`src/hw/rtl/pba_pkg.sv`:
```
// Shared constants, codes and controller/datapath link types of the page bitmap allocator.
`timescale 1ns / 1ps

package pba_pkg;

    localparam int PAGE_BYTES = 4096;
    localparam int PAGE_COUNT = 65536;

    localparam int ADDR_W    = 32;
    localparam int KIND_W    = 3;
    localparam int STAT_W    = 2;
    localparam int WORD_W    = 32;
    localparam int BIT_W     = 5;
    localparam int OFF_W     = $clog2(PAGE_BYTES);
    localparam int MAP_WORDS = (PAGE_COUNT + WORD_W - 1) / WORD_W;
    localparam int WIDX_W    = $clog2(MAP_WORDS);
    localparam int CNT_W     = $clog2(PAGE_COUNT) + 1;
    localparam int PG_W      = ((ADDR_W + 2 - OFF_W) > (CNT_W + 1)) ?
                               (ADDR_W + 2 - OFF_W) : (CNT_W + 1);

    typedef enum logic [KIND_W-1:0] {
        K_CLEAR     = 3'd0,
        K_QUERY     = 3'd1,
        K_MARK_FREE = 3'd2,
        K_MARK_USED = 3'd3,
        K_ALLOC     = 3'd4,
        K_FREE      = 3'd5
    } t_kind;

    typedef enum logic [STAT_W-1:0] {
        ST_OK     = 2'd0,
        ST_NORUN  = 2'd1,
        ST_BADARG = 2'd2
    } t_status;

    typedef enum logic [3:0] {
        S_BOOT,
        S_IDLE,
        S_DECODE,
        S_CLR,
        S_Q_RD,
        S_Q_EV,
        S_M_RD,
        S_M_WR,
        S_A_RD,
        S_A_EV,
        S_A_BIT,
        S_RESP
    } t_state;

    typedef struct packed {
        logic take_req;
        logic clr_res;
        logic set_bad;
        logic set_norun;
        logic set_range;
        logic set_qidx;
        logic widx_zero;
        logic widx_inc;
        logic rd_en;
        logic wr_zero;
        logic wr_mask;
        logic q_latch;
        logic scan_eval;
        logic bit_step;
        logic alloc_hit;
        logic out_load;
    } t_dp_cmd;

    typedef struct packed {
        logic [KIND_W-1:0] kind;
        logic              unaligned;
        logic              q_oor;
        logic              sa_ge_ea;
        logic              range_empty;
        logic              need_zero;
        logic              word_last;
        logic              mark_last;
        logic              word_skip;
        logic              bit_found;
        logic              bit_last;
    } t_dp_stat;

endpackage

```
`src/hw/rtl/pba_ctrl.sv`:
```
// Controller: request sequencing state machine and channel handshakes.
`timescale 1ns / 1ps

module pba_ctrl (
    input  logic               i_clk,
    input  logic               i_rst_n,
    input  logic               i_req_valid,
    output logic               o_req_ready,
    output logic               o_rsp_valid,
    input  logic               i_rsp_ready,
    input  pba_pkg::t_dp_stat  i_stat,
    output pba_pkg::t_dp_cmd   o_cmd
);
    pba_pkg::t_state  r_state, n_state;
    logic             r_out_valid;
    pba_pkg::t_dp_cmd cmd;

    always_ff @(posedge i_clk) begin
        if (!i_rst_n) begin
            r_state     <= pba_pkg::S_BOOT;
            r_out_valid <= 1'b0;
        end else begin
            r_state <= n_state;
            if (cmd.out_load) begin
                r_out_valid <= 1'b1;
            end else if (i_rsp_ready) begin
                r_out_valid <= 1'b0;
            end
        end
    end

    always_comb begin
        cmd         = '0;
        n_state     = r_state;
        o_req_ready = 1'b0;
        case (r_state)
            pba_pkg::S_BOOT: begin
                cmd.wr_zero = 1'b1;
                if (i_stat.word_last) begin
                    cmd.widx_zero = 1'b1;
                    n_state       = pba_pkg::S_IDLE;
                end else begin
                    cmd.widx_inc = 1'b1;
                end
            end
            pba_pkg::S_IDLE: begin
                o_req_ready = 1'b1;
                if (i_req_valid) begin
                    cmd.take_req = 1'b1;
                    n_state      = pba_pkg::S_DECODE;
                end
            end
            pba_pkg::S_DECODE: begin
                cmd.clr_res = 1'b1;
                n_state     = pba_pkg::S_RESP;
                case (i_stat.kind)
                    pba_pkg::K_CLEAR: begin
                        cmd.widx_zero = 1'b1;
                        n_state       = pba_pkg::S_CLR;
                    end
                    pba_pkg::K_QUERY: begin
                        if (i_stat.unaligned) begin
                            cmd.set_bad = 1'b1;
                        end else if (!i_stat.q_oor) begin
                            cmd.set_qidx = 1'b1;
                            n_state      = pba_pkg::S_Q_RD;
                        end
                    end
                    pba_pkg::K_MARK_FREE, pba_pkg::K_MARK_USED: begin
                        if (i_stat.sa_ge_ea) begin
                            cmd.set_bad = 1'b1;
                        end else if (!i_stat.range_empty) begin
                            cmd.set_range = 1'b1;
                            n_state       = pba_pkg::S_M_RD;
                        end
                    end
                    pba_pkg::K_FREE: begin
                        if (i_stat.unaligned) begin
                            cmd.set_bad = 1'b1;
                        end else if (!i_stat.range_empty) begin
                            cmd.set_range = 1'b1;
                            n_state       = pba_pkg::S_M_RD;
                        end
                    end
                    pba_pkg::K_ALLOC: begin
                        if (i_stat.need_zero) begin
                            cmd.set_norun = 1'b1;
                        end else begin
                            cmd.widx_zero = 1'b1;
                            n_state       = pba_pkg::S_A_RD;
                        end
                    end
                    default: begin
                        cmd.set_bad = 1'b1;
                    end
                endcase
            end
            pba_pkg::S_CLR: begin
                cmd.wr_zero = 1'b1;
                if (i_stat.word_last) begin
                    cmd.widx_zero = 1'b1;
                    n_state       = pba_pkg::S_RESP;
                end else begin
                    cmd.widx_inc = 1'b1;
                end
            end
            pba_pkg::S_Q_RD: begin
                cmd.rd_en = 1'b1;
                n_state   = pba_pkg::S_Q_EV;
            end
            pba_pkg::S_Q_EV: begin
                cmd.q_latch = 1'b1;
                n_state     = pba_pkg::S_RESP;
            end
            pba_pkg::S_M_RD: begin
                cmd.rd_en = 1'b1;
                n_state   = pba_pkg::S_M_WR;
            end
            pba_pkg::S_M_WR: begin
                cmd.wr_mask = 1'b1;
                if (i_stat.mark_last) begin
                    n_state = pba_pkg::S_RESP;
                end else begin
                    cmd.widx_inc = 1'b1;
                    n_state      = pba_pkg::S_M_RD;
                end
            end
            pba_pkg::S_A_RD: begin
                cmd.rd_en = 1'b1;
                n_state   = pba_pkg::S_A_EV;
            end
            pba_pkg::S_A_EV: begin
                cmd.scan_eval = 1'b1;
                if (!i_stat.word_skip) begin
                    n_state = pba_pkg::S_A_BIT;
                end else if (i_stat.word_last) begin
                    cmd.set_norun = 1'b1;
                    n_state       = pba_pkg::S_RESP;
                end else begin
                    cmd.widx_inc = 1'b1;
                    n_state      = pba_pkg::S_A_RD;
                end
            end
            pba_pkg::S_A_BIT: begin
                cmd.bit_step = 1'b1;
                if (i_stat.bit_found) begin
                    cmd.alloc_hit = 1'b1;
                    n_state       = pba_pkg::S_M_RD;
                end else if (i_stat.bit_last) begin
                    if (i_stat.word_last) begin
                        cmd.set_norun = 1'b1;
                        n_state       = pba_pkg::S_RESP;
                    end else begin
                        cmd.widx_inc = 1'b1;
                        n_state      = pba_pkg::S_A_RD;
                    end
                end
            end
            pba_pkg::S_RESP: begin
                if (!r_out_valid || i_rsp_ready) begin
                    cmd.out_load = 1'b1;
                    n_state      = pba_pkg::S_IDLE;
                end
            end
            default: begin
                n_state = pba_pkg::S_IDLE;
            end
        endcase
    end

    assign o_cmd       = cmd;
    assign o_rsp_valid = r_out_valid;

    a_accept_decode: assert property (@(posedge i_clk) disable iff (!i_rst_n)
        (i_req_valid && o_req_ready) |=> (r_state == pba_pkg::S_DECODE))
        else $error("accepted request did not move to decode");

    a_rsp_from_resp: assert property (@(posedge i_clk) disable iff (!i_rst_n)
        $rose(r_out_valid) |-> $past(r_state == pba_pkg::S_RESP))
        else $error("response raised outside the response state");

    a_no_rd_wr: assert property (@(posedge i_clk) disable iff (!i_rst_n)
        !(cmd.rd_en && (cmd.wr_zero || cmd.wr_mask)))
        else $error("bitmap read and write in one cycle");

    a_boot_blocks: assert property (@(posedge i_clk) disable iff (!i_rst_n)
        (r_state == pba_pkg::S_BOOT) |-> !o_req_ready)
        else $error("request taken during clearing pass");
endmodule

```
`config.mk`:
```
export PLATFORM = sky130hd
export DESIGN_NAME = pba_ctrl
export DESIGN_NICKNAME = d
export VERILOG_FILES = /design/src/hw/rtl/pba_pkg.sv /design/src/hw/rtl/pba_ctrl.sv
export SDC_FILE = /design/constraint.sdc
export NUM_CORES = 1
export LEC_CHECK = 0
export BUFFER_PORTS_ARGS = -buffer_cell sky130_fd_sc_hd__buf_2
export CORE_UTILIZATION = 42
export DETAILED_ROUTE_END_ITERATION = 16
export PLACE_DENSITY = 0.79
export SLEW_MARGIN = 20
export SYNTH_ARGS = -nofsm -noshare
export SYNTH_HDL_FRONTEND = slang
export SYNTH_SLANG_ARGS = --single-unit
```
`constraint.sdc`:
```
create_clock -name i_clk -period 1.4 [get_ports i_clk]
set_clock_uncertainty 0.05 [all_clocks]
set_input_delay 0.07 -clock i_clk [delete_from_list [all_inputs] [get_ports i_clk]]
set_output_delay 0.07 -clock i_clk [all_outputs]
set_load 0.02 [all_outputs]
```
==> qor.csv, run 1 <==
metric,value,unit
status,finished with violations,
failing checks,negative setup slack,
clk sinks,5,
CTS buffer count,3,
register bit total from synthesis,5,
"Cell Area, Synth",785,um^2
Detailed Routing Iterations Pass 1,5,
vias per cell,6.86,
post-route cell area,0.00164,mm^2
gr usage total,39.0,%
Area growth syn-to-layout,110,%
DR DRC count,0,
WL final,5010,um
FF-to-FF Start,r_state[2],
Core Area,0.00175,mm^2
fmax,0.521,GHz
Peak VDD IR,0.752,mV
Final min period,1.92,ns
WL/cell,24.1,um
"Seq/Total Area, Yosys",12.8,%
CP max FO,5,
Antenna Cells,0,
syn_area_per_cell,7.07,um^2
worst hold path depth,3,
largest net degree at the start of global routing,16,
vias in the first global route,1194,
IO buf count,34,
Initial Utilization,44.9,%
Die Ht,45.2,um
Ys Warns,0,
Worst path top cell family by delay,simple AND/OR/NAND/NOR gates,
DP Wirelength,2230,um
# nets final,201,
initial antenna violation count,0,
FF-to-FF End,r_state[3],
R2R setup slack,-0.52,ns
Filler Cell Count,53,
CP arrival,1.99,ns
final hold violation count,0,
Clock transition at path regs,0.05,ns
Final setup viols,20,
area post-placement,0.00125,mm^2
htree depth,1,
Startpoint Class,flop,
Site Rows,15,
Die W,45.2,um
Crit Path Class,flop to flop,
ys flop type,dfxtp_1,
worst-margin pin slew,0.440,ns
CTS Root Cell,clkbuf_4,
slowest CP cell,nor4_2,
crit-path cells,buf_6 > buf_4 > nor4_2 > a21oi_1 > and2_1 > o211ai_1 > o21ai_1,
iteration-0 DRC count of the detailed router,158,
TritonCTS clock tree,built,
Post-synth EDFFs,0,
die area,0.00204,mm^2
Post-Synthesis Cells,111,
Syn Nets,128,
Critical Path RT,1.47,ns
CTS Buffer Depth,2,
WP buf/inv,2,
total power,1.49,mW
Worst slew margin,70.5,%
pwr dens,908,mW/mm^2
Skew-Pair Late Insertion Delay,0.26,ns
share of layout cells above drive strength 1,65.0,%
"Slew Viols, Final",0,
RePlAce Congestion,0.948,
Hold Crit Class,primary input to flop,
WHS Endpoint,r_state[1],
max cap viols,0,
total grt overflow,0,
final setup margin,-0.519,ns
RSZ-0062 raised after global routing,yes,
Netlist cell types,43,
HP Start,i_rst_n,
Final period util,137,%
Worst setup EP type,flop,
Reg2Reg Depth,7,
Leakage,0.718,nW
boundary pin count,35,
first-pass GRT wire length,5600,um
ys async rst share,0,%
ANT nets after route,0,
Vias,1426,
max incr delay on CP,0.39,ns
==> through the flow <==
step	std cells	setup TNS [ns]	hold slack (ns)	util [%]	setup slack, ns
3_3_place_gp	189	-1.44	0.316	71.5	-0.201
6_report	208	-5.06	0.0852	94.2	-0.519
4_1_cts	205	-3.84	0.0591	87.8	-0.371
5_1_grt	208	-5.87	0.0674	94.2	-0.846
2_1_floorplan	111	-0.776	0.145	-	-0.168
3_5_place_dp	189	-2.03	0.321	71.5	-0.298
==> timing repair <==
| item | 4_1_cts | 5_1_grt |
|---|---|---|
| endpoints found under the setup margin | 21 | 21 |
| gates resized for setup | 44 | 23 |
| hold buffers | 0 | 0 |
| pin swaps | 13 | 10 |
| endpoints found under the hold margin | 0 | 0 |
| buffers inserted | 12 | 4 |
==> cell families after synthesis <==
kind of cell	Yosys count	synth area share (%)
AOI/OAI and AO/OA	34	30.9
xor gates and xnor gates	1	2.07
buffers and inverters	12	7.97
DFF	5	12.8
muxes	3	3.99
and+or+nand+nor	56	42.3
==> placed cells by master, fill, tap and decap left out, drive strengths merged, types with 3 or more instances in the layout <==
cell | netlist | routed
nand2 | 9 | 9
nand3b | 4 | 4
o21ai | 11 | 11
nor2b | 4 | 4
buf | 5 | 78
nor3b | 3 | 3
and2 | 4 | 4
dfxtp | 5 | 5
nand2b | 6 | 6
clkbuf | 5 | 4
nor3 | 8 | 8
nor4b | 3 | 3
nor2 | 7 | 7
a21oi | 7 | 7
==> worst min-delay path: stages <==
cell and delay, ns:
buf_2 0.15, nand2_1 0.08, o21ai_1 0.06
==> registers in the layout (all words and copies together), names as in the netlist <==
name / cells
r_state: 4
o_rsp_valid: 1
==> area by class of cell <==
cell class | count | area, um^2 | share of cell area, %
tap | 25 | 31.3 | 1.90
multi-input combinational | 94 | 838 | 51.0
clock buffer | 4 | 26.3 | 1.60
sequential | 5 | 113 | 6.85
inverter | 2 | 7.51 | 0.457
timing repair buffer | 78 | 628 | 38.2
==> cells in the mapped netlist (3+ instances only) <==
cell type | n | area [um^2]
dfxtp_1 | 5 | 100
nor2b_1 | 4 | 25.0
o21ai_0 | 9 | 45.0
nand3b_1 | 4 | 30.0
clkbuf_1 | 5 | 18.8
nand2b_1 | 6 | 37.5
a21oi_1 | 7 | 35.0
and2_1 | 4 | 25.0
nor3b_1 | 3 | 22.5
nor2_1 | 7 | 26.3
nand2_1 | 9 | 33.8
nor3_1 | 7 | 35.0
nor4b_1 | 3 | 26.3
==> how the worst max path moves through the flow <==
stage	start	end	slack [ns]	depth (start not counted)
floorplan	r_state[1]	r_state[0]	-0.17	6
global placement	r_state[3]	o_cmd[12]	-0.20	7
detailed placement	r_state[3]	o_cmd[12]	-0.30	7
CTS	r_state[1]	o_cmd[12]	-0.37	7
global route	r_state[1]	r_state[3]	-0.85	10
finish	r_state[2]	r_state[3]	-0.52	7
==> routing by layer <==
metal	part of all wire [%]	wire length (um)	up-vias	track usage, %
li1	-	-	558	-
met4	9.4	471	0	21.2
met2	46	2290	172	67.2
met5	0	0	-	0
met3	12	613	74	6.80
met1	33	1640	622	45.2
==> power by group <==
group	internal, mW	switching, mW	leakage [nW]
Clock	0.109	0.0777	0.0150
Combinational	0.558	0.557	0.660
Sequential	0.161	0.0300	0.0433
Total	0.828	0.665	0.718
(Power assumes the default switching activity.)
==> inputs of run 2 (changes only) <==
CELL_PAD_IN_SITES_DETAIL_PLACEMENT = 1   (was default)
CELL_PAD_IN_SITES_GLOBAL_PLACEMENT = 1   (was default)
CORE_ASPECT_RATIO = 0.5   (was default)
CORE_UTILIZATION = 28   (was 42)
PLACE_DENSITY = 0.78   (was 0.79)
==> qor.csv, run 2 (synthesized netlist as in run 1, its figures left out) <==
metric,value,unit,change
R2R setup slack,-0.38,ns,+0.14 ns
vias per cell,5.98,,-13%
register share of total power,12.5,%,-0.3 points
# nets final,195,,-3.0%
IO buf count,34,,unchanged
CTS buffer count,3,,unchanged
Hold Crit Class,primary input to flop,,
total grt overflow,0,,unchanged
cts hold-fix bufs,0,,unchanged
failing checks,negative setup slack,,
Die Ht,39.4,um,-13%
Final setup viols,21,,+5.0%
Area growth syn-to-layout,126,%,
GR Layer Usage met1,34.9,%,-10 points
largest net degree at the start of global routing,13,,-3
CP max FO,5,,unchanged
gr busiest metal,met2,,
Biggest register,r_state,,
status,finished with violations,,
Peak VDD IR,0.857,mV,+14%
Crit Path Class,flop to output port,,
TritonCTS clock tree,built,,
"Slew Viols, Final",0,,unchanged
FF-to-FF Start,r_state[1],,
Skew-Pair Late Insertion Delay,0.24,ns,-0.02 ns
Worst setup EP type,output port,,
final setup margin,-0.459,ns,+0.0602 ns
CP arrival,1.74,ns,-0.25 ns
WL final,5430,um,+8.4%
HP Start,i_rst_n,,
slowest CP cell,dfxtp_4,,
Critical Path RT,1.28,ns,-0.19 ns
Vias,1279,,-10%
final hold violation count,0,,unchanged
Finished Core Util,67.6,%,-27 points
area post-placement,0.00124,mm^2,-0.60%
Detailed Routing Iterations Pass 1,4,,-1
P_int,0.908,mW,+9.6%
CTS Root Cell,clkbuf_8,,
htree depth,1,,unchanged
die area,0.00303,mm^2,+48%
Worst slew margin,66.1,%,-4.4 points
max incr delay on CP,0.37,ns,-0.02 ns
max cap viols,0,,unchanged
clock share of power,18.3,%,+5.8 points
critical path startpoint,r_state[1],,
met3 Use GR,6.28,%,-0.52 points
Clock transition at path regs,0.05,ns,about the same
post-route cell area,0.00177,mm^2,+7.7%
WHS Endpoint,r_state[3],,
highest-count cells in the layout ignoring fill and taps,"buf_4, buf_6, buf_2, o21ai_0, nand2_1",,
RSZ-0062 raised after global routing,yes,,
Final period util,133,%,-4.3 points
GR Util met2,50.9,%,-16 points
worst-margin pin slew,0.508,ns,+0.0678 ns
Die W,76.9,um,+70%
Reg2Reg Depth,7,,unchanged
ANT nets after route,0,,unchanged
boundary pin count,35,,unchanged
pwr dens,919,mW/mm^2,+1.2%
Initial Utilization,30.0,%,-15 points
Largest register FFs,4,,unchanged
DR DRC count,0,,unchanged
RePlAce Congestion,0.857,,-9.5%
total power,1.63,mW,+9.0%
net switching power,0.719,mW,+8.2%
FF-to-FF End,r_state[3],,
combinational fraction of design power,69.2,%,-5.5 points
clk sinks,5,,unchanged
Site Rows,13,,-2
CTS Buffer Depth,2,,unchanged
gr usage total,28.6,%,-10 points
crit-path cells,buf_6 > nor4bb_4 > and2_4 > a21oi_4 > nor2b_4 > o32ai_4 > buf_6,,
"most common cell after layout, fill and taps aside",buf_4,,
WL/cell,25.4,um,+5.3%
"most used cell, CP",buf_6,,
Leakage,0.734,nW,+2.2%
worst hold path depth,3,,unchanged
DP Wirelength,2560,um,+15%
vias in the first global route,1148,,-3.9%
fmax,0.538,GHz,+3.2%
Antenna Cells,0,,unchanged
Final min period,1.86,ns,-0.0602 ns
Startpoint Class,flop,,
initial antenna violation count,0,,unchanged
share of layout cells above drive strength 1,67.8,%,+2.8 points
sw frac,44.2,%,-0.32 points
first-pass GRT wire length,6140,um,+9.6%
iteration-0 DRC count of the detailed router,88,,-44%
Core Area,0.00262,mm^2,+50%
-- run 2: cell count changes in the layout (fill, tap and decap cells not counted), sizes merged --
cell | before | now
buf | 78 | 72
-- run 2: worst max path at each step --
stage / slack, ns / end / cells past startpoint
2_1_floorplan: -0.17 / r_state[0] / 6
3_3_place_gp: -0.24 / r_state[1] / 6
3_5_place_dp: -0.33 / r_state[3] / 6
4_1_cts: -0.33 / o_cmd[8] / 7
5_1_grt: -0.52 / o_cmd[8] / 7
6_report: -0.46 / o_cmd[8] / 7
-- run 2: worst max-delay path: cells and delay by family (launching register included) --
kind            cells  cell delay, ns
flops               1            0.37
buf+inv             2            0.28
simple gates        3            0.69
compound gates      2            0.13
-- run 2: cell type report --
class                      count  area, um^2
clock buffer                   4        45.0
tap                           37        46.3
sequential                     5         115
multi-input combinational     94         938
fill                         289         848
inverter                       2        7.51
timing repair buffer          72         618
-- run 2: power by group through the flow --
stage	Combinational (mW)	Sequential (mW)	Clock [mW]
floorplan	0.464	0.172	0
global placement	0.679	0.195	0
detailed placement	0.701	0.195	0
CTS	0.890	0.188	0.283
global route	1.17	0.204	0.305
finish	1.13	0.203	0.297
-- run 2: repair_timing --
action,in CTS,in global routing
pin swaps,8,9
gates resized for setup,58,40
setup endpoints to repair,20,21
buffers inserted,7,7
gates cloned,1,0
-- run 2: per-layer routing --
layer / share of wire (%) / routed length (um) / vias up
met1: 45 / 2420 / 657
met3: 5.9 / 318 / 19
met5: 0 / 0 / -
met4: 3.0 / 162 / 0
met2: 47 / 2530 / 55
li1: - / - / 548
-- run 2: metrics by stage --
step	hold slack (ns)	cells	setup TNS [ns]	worst slack (ns)
global route	0.138	214	-5.27	-0.518
finish	0.120	214	-4.67	-0.459
global placement	0.324	198	-1.45	-0.239
CTS	0.0900	209	-2.86	-0.329
floorplan	0.145	111	-0.776	-0.168
detailed placement	0.333	198	-2.05	-0.334
==> inputs of run 3 (changes only) <==
ABC_AREA = 1   (was default)
CORE_UTILIZATION = 25   (was 28)
==> qor.csv, run 3 <==
metric,value,unit,change
Finished Core Util,50.5,%,-17 points
storage element area,115,um^2,unchanged
total grt overflow,0,,unchanged
Biggest register,r_state,,
TritonCTS clock tree,built,,
DR DRC count,0,,unchanged
CTS buffer count,3,,unchanged
ys flop type,dfxtp_1,,
HP Start,i_rst_n,,
pwr dens,1640,mW/mm^2,+78%
DP Wirelength,2310,um,-9.8%
Synth Area in Compound Gates,13.5,%,-17 points
Filler Cell Count,368,,+27%
Worst slew margin,79.9,%,+14 points
largest family of logic cells by synthesized area,simple AND/OR/NAND/NOR gates,,
ys async rst share,0,%,unchanged
Area contributors post-synth,"nand2_1, inv_1, dfxtp_1",,
first-pass GRT wire length,4830,um,-21%
CP arrival,1.49,ns,-0.25 ns
"Cell Area, Synth",748,um^2,-4.6%
Leakage,0.724,nW,-1.4%
Final min period,1.61,ns,-0.249 ns
Final period util,115,%,-18 points
WL/cell,17.5,um,-31%
most common cell in the netlist,nand2_1,,
final hold violation count,0,,unchanged
"top cells by count, synth","nand2_1, inv_1, nor2_1",,
"area leader, netlist",nand2_1,,
critical path startpoint,r_state[2],,
syn_area_per_cell,4.99,um^2,-29%
RSZ-0062 raised after global routing,yes,,
final setup margin,-0.210,ns,+0.249 ns
Core Area,0.00272,mm^2,+3.7%
max cap viols,0,,unchanged
iteration-0 DRC count of the detailed router,56,,-36%
IO buf count,34,,unchanged
Die W,79.4,um,+3.3%
worst-margin pin slew,0.298,ns,-0.209 ns
share of layout cells above drive strength 1,51.0,%,-17 points
Post-synth EDFFs,0,,unchanged
Vias,1223,,-4.4%
Initial Utilization,27.5,%,-2.4 points
Simple-Gate Fraction of Synth Area,56.9,%,+15 points
Area growth syn-to-layout,83.4,%,
highest-count cells in the layout ignoring fill and taps,"nand2_1, buf_2, inv_1, nor2_1, buf_4",,
top-area cell type share of the netlist area,22.1,%,+9.3 points
"most common cell after layout, fill and taps aside",nand2_1,,
CTS Root Cell,clkbuf_8,,
Peak VDD IR,0.623,mV,-27%
Syn Nets,167,,+30%
cts hold-fix bufs,0,,unchanged
Setup Slack @ Placement,-0.0971,ns,+0.237 ns
Multi-input gate area,696,um^2,-26%
failing checks,negative setup slack,,
slowest CP cell,dfxtp_4,,
"Seq/Total Area, Yosys",13.4,%,+0.62 points
Die Ht,40.7,um,+3.2%
Netlist cell types,20,,-53%
initial antenna violation count,0,,unchanged
CP max FO,4,,-1
Hold Crit Class,primary input to flop,,
vias per cell,5.07,,-15%
"Slew Viols, Final",0,,unchanged
boundary pin count,35,,unchanged
post-synthesis xor/xnor area fraction,0,%,-2.1 points
register bit total from synthesis,5,,unchanged
gr usage total,20.2,%,-8.3 points
Antenna Cells,0,,unchanged
RePlAce Congestion,0.855,,-0.33%
Largest register FFs,4,,unchanged
die area,0.00323,mm^2,+6.6%
FF-to-FF Start,r_state[2],,
# nets final,222,,+14%
mux cell area share after synthesis,0,%,-4.0 points
WL final,4220,um,-22%
fmax,0.621,GHz,+15%
vias in the first global route,1055,,-8.1%
max incr delay on CP,0.37,ns,about the same
largest net degree at the start of global routing,10,,-3
clk sinks,5,,unchanged
status,finished with violations,,
Skew-Pair Late Insertion Delay,0.22,ns,-0.02 ns
CTS Buffer Depth,2,,unchanged
crit-path cells,inv_4 > nand2_4 > nor2_4 > inv_2 > o31ai_2 > buf_4,,
Critical Path RT,1.28,ns,about the same
Ys Warns,0,,unchanged
Site Rows,13,,unchanged
Post-Synthesis Cells,150,,+35%
Detailed Routing Iterations Pass 1,4,,unchanged
Adder-Cell Fraction of Synth Area,0,%,unchanged
Worst setup EP type,output port,,
Crit Path Class,flop to output port,,
htree depth,1,,unchanged
Clock transition at path regs,0.04,ns,about the same
Final setup viols,11,,-48%
ANT nets after route,0,,unchanged
Startpoint Class,flop,,
setup_tns,-0.747,ns,+3.92 ns
-- run 3: changes by cell type after synthesis, moves of 5 or more --
cell,previous run,this run
clkbuf_1,5,0
inv_1,2,28
nand2_1,9,44
nand2b_1,6,0
nand3_1,1,12
nor2_1,7,26
-- run 3: layout make-up --
class | instances | share of cell area, %
clock buffers | 4 | 3.28
inverters | 31 | 9.21
multi-input cells | 113 | 50.7
flip-flops and latches | 5 | 8.39
well taps | 37 | 3.37
repair buffers | 51 | 25.1
-- run 3: worst paths after layout --
path / depth (start not counted) / slack (ns) / end
worst max-delay path: 6 / -0.21 / o_cmd[8]
worst min-delay path: 3 / 0.12 / r_state[0]
worst max register to register: 9 / -0.10 / r_state[1]
worst min register to register: 3 / 0.64 / r_state[1]
-- run 3: what timing repair did --
action                                  in CTS  in global routing
pin swaps                                    6                  7
endpoints found under the setup margin      16                 12
setup buffers                                7                  2
gates resized for setup                     35                 39
-- run 3: metrics by stage --
step	power, mW	hold slack [ns]	std cells	instance area (um^2)
after global routing	2.35	0.146	241	1370
after CTS	1.91	0.0919	239	1220
after global placement	1.35	0.321	228	1030
after floorplan	0.939	0.181	150	762
final	2.25	0.119	241	1370
after detailed placement	1.37	0.330	228	1030
-- run 3: kinds of logic (layout without fill, tap and decap cells) --
kind of cell	count (synthesis)	after routing
flops	5	5
buf+inv	32	86
simple gates	97	97
compound gates	16	16
-- run 3: metal layers --
metal / up-vias / track usage, % / routed length (um)
met5: - / 0 / 0
met4: 0 / 6.36 / 95
met3: 10 / 0.889 / 161
met2: 48 / 37.9 / 2110
met1: 586 / 26.4 / 1850
li1: 579 / - / -
-- run 3: power by group --
group	total [mW]	internal, mW	switching [mW]
sequential	0.311	0.202	0.109
combinational	1.67	0.660	1.01
clock	0.270	0.196	0.0741
-- run 3: critical path: cells and delay by family (launching register included) --
family,cells,cell delay [ns]
flip-flops,1,0.37
buffers and inverters,3,0.37
AND/OR/NAND/NOR,2,0.26
AO/OA/AOI/OAI,1,0.26
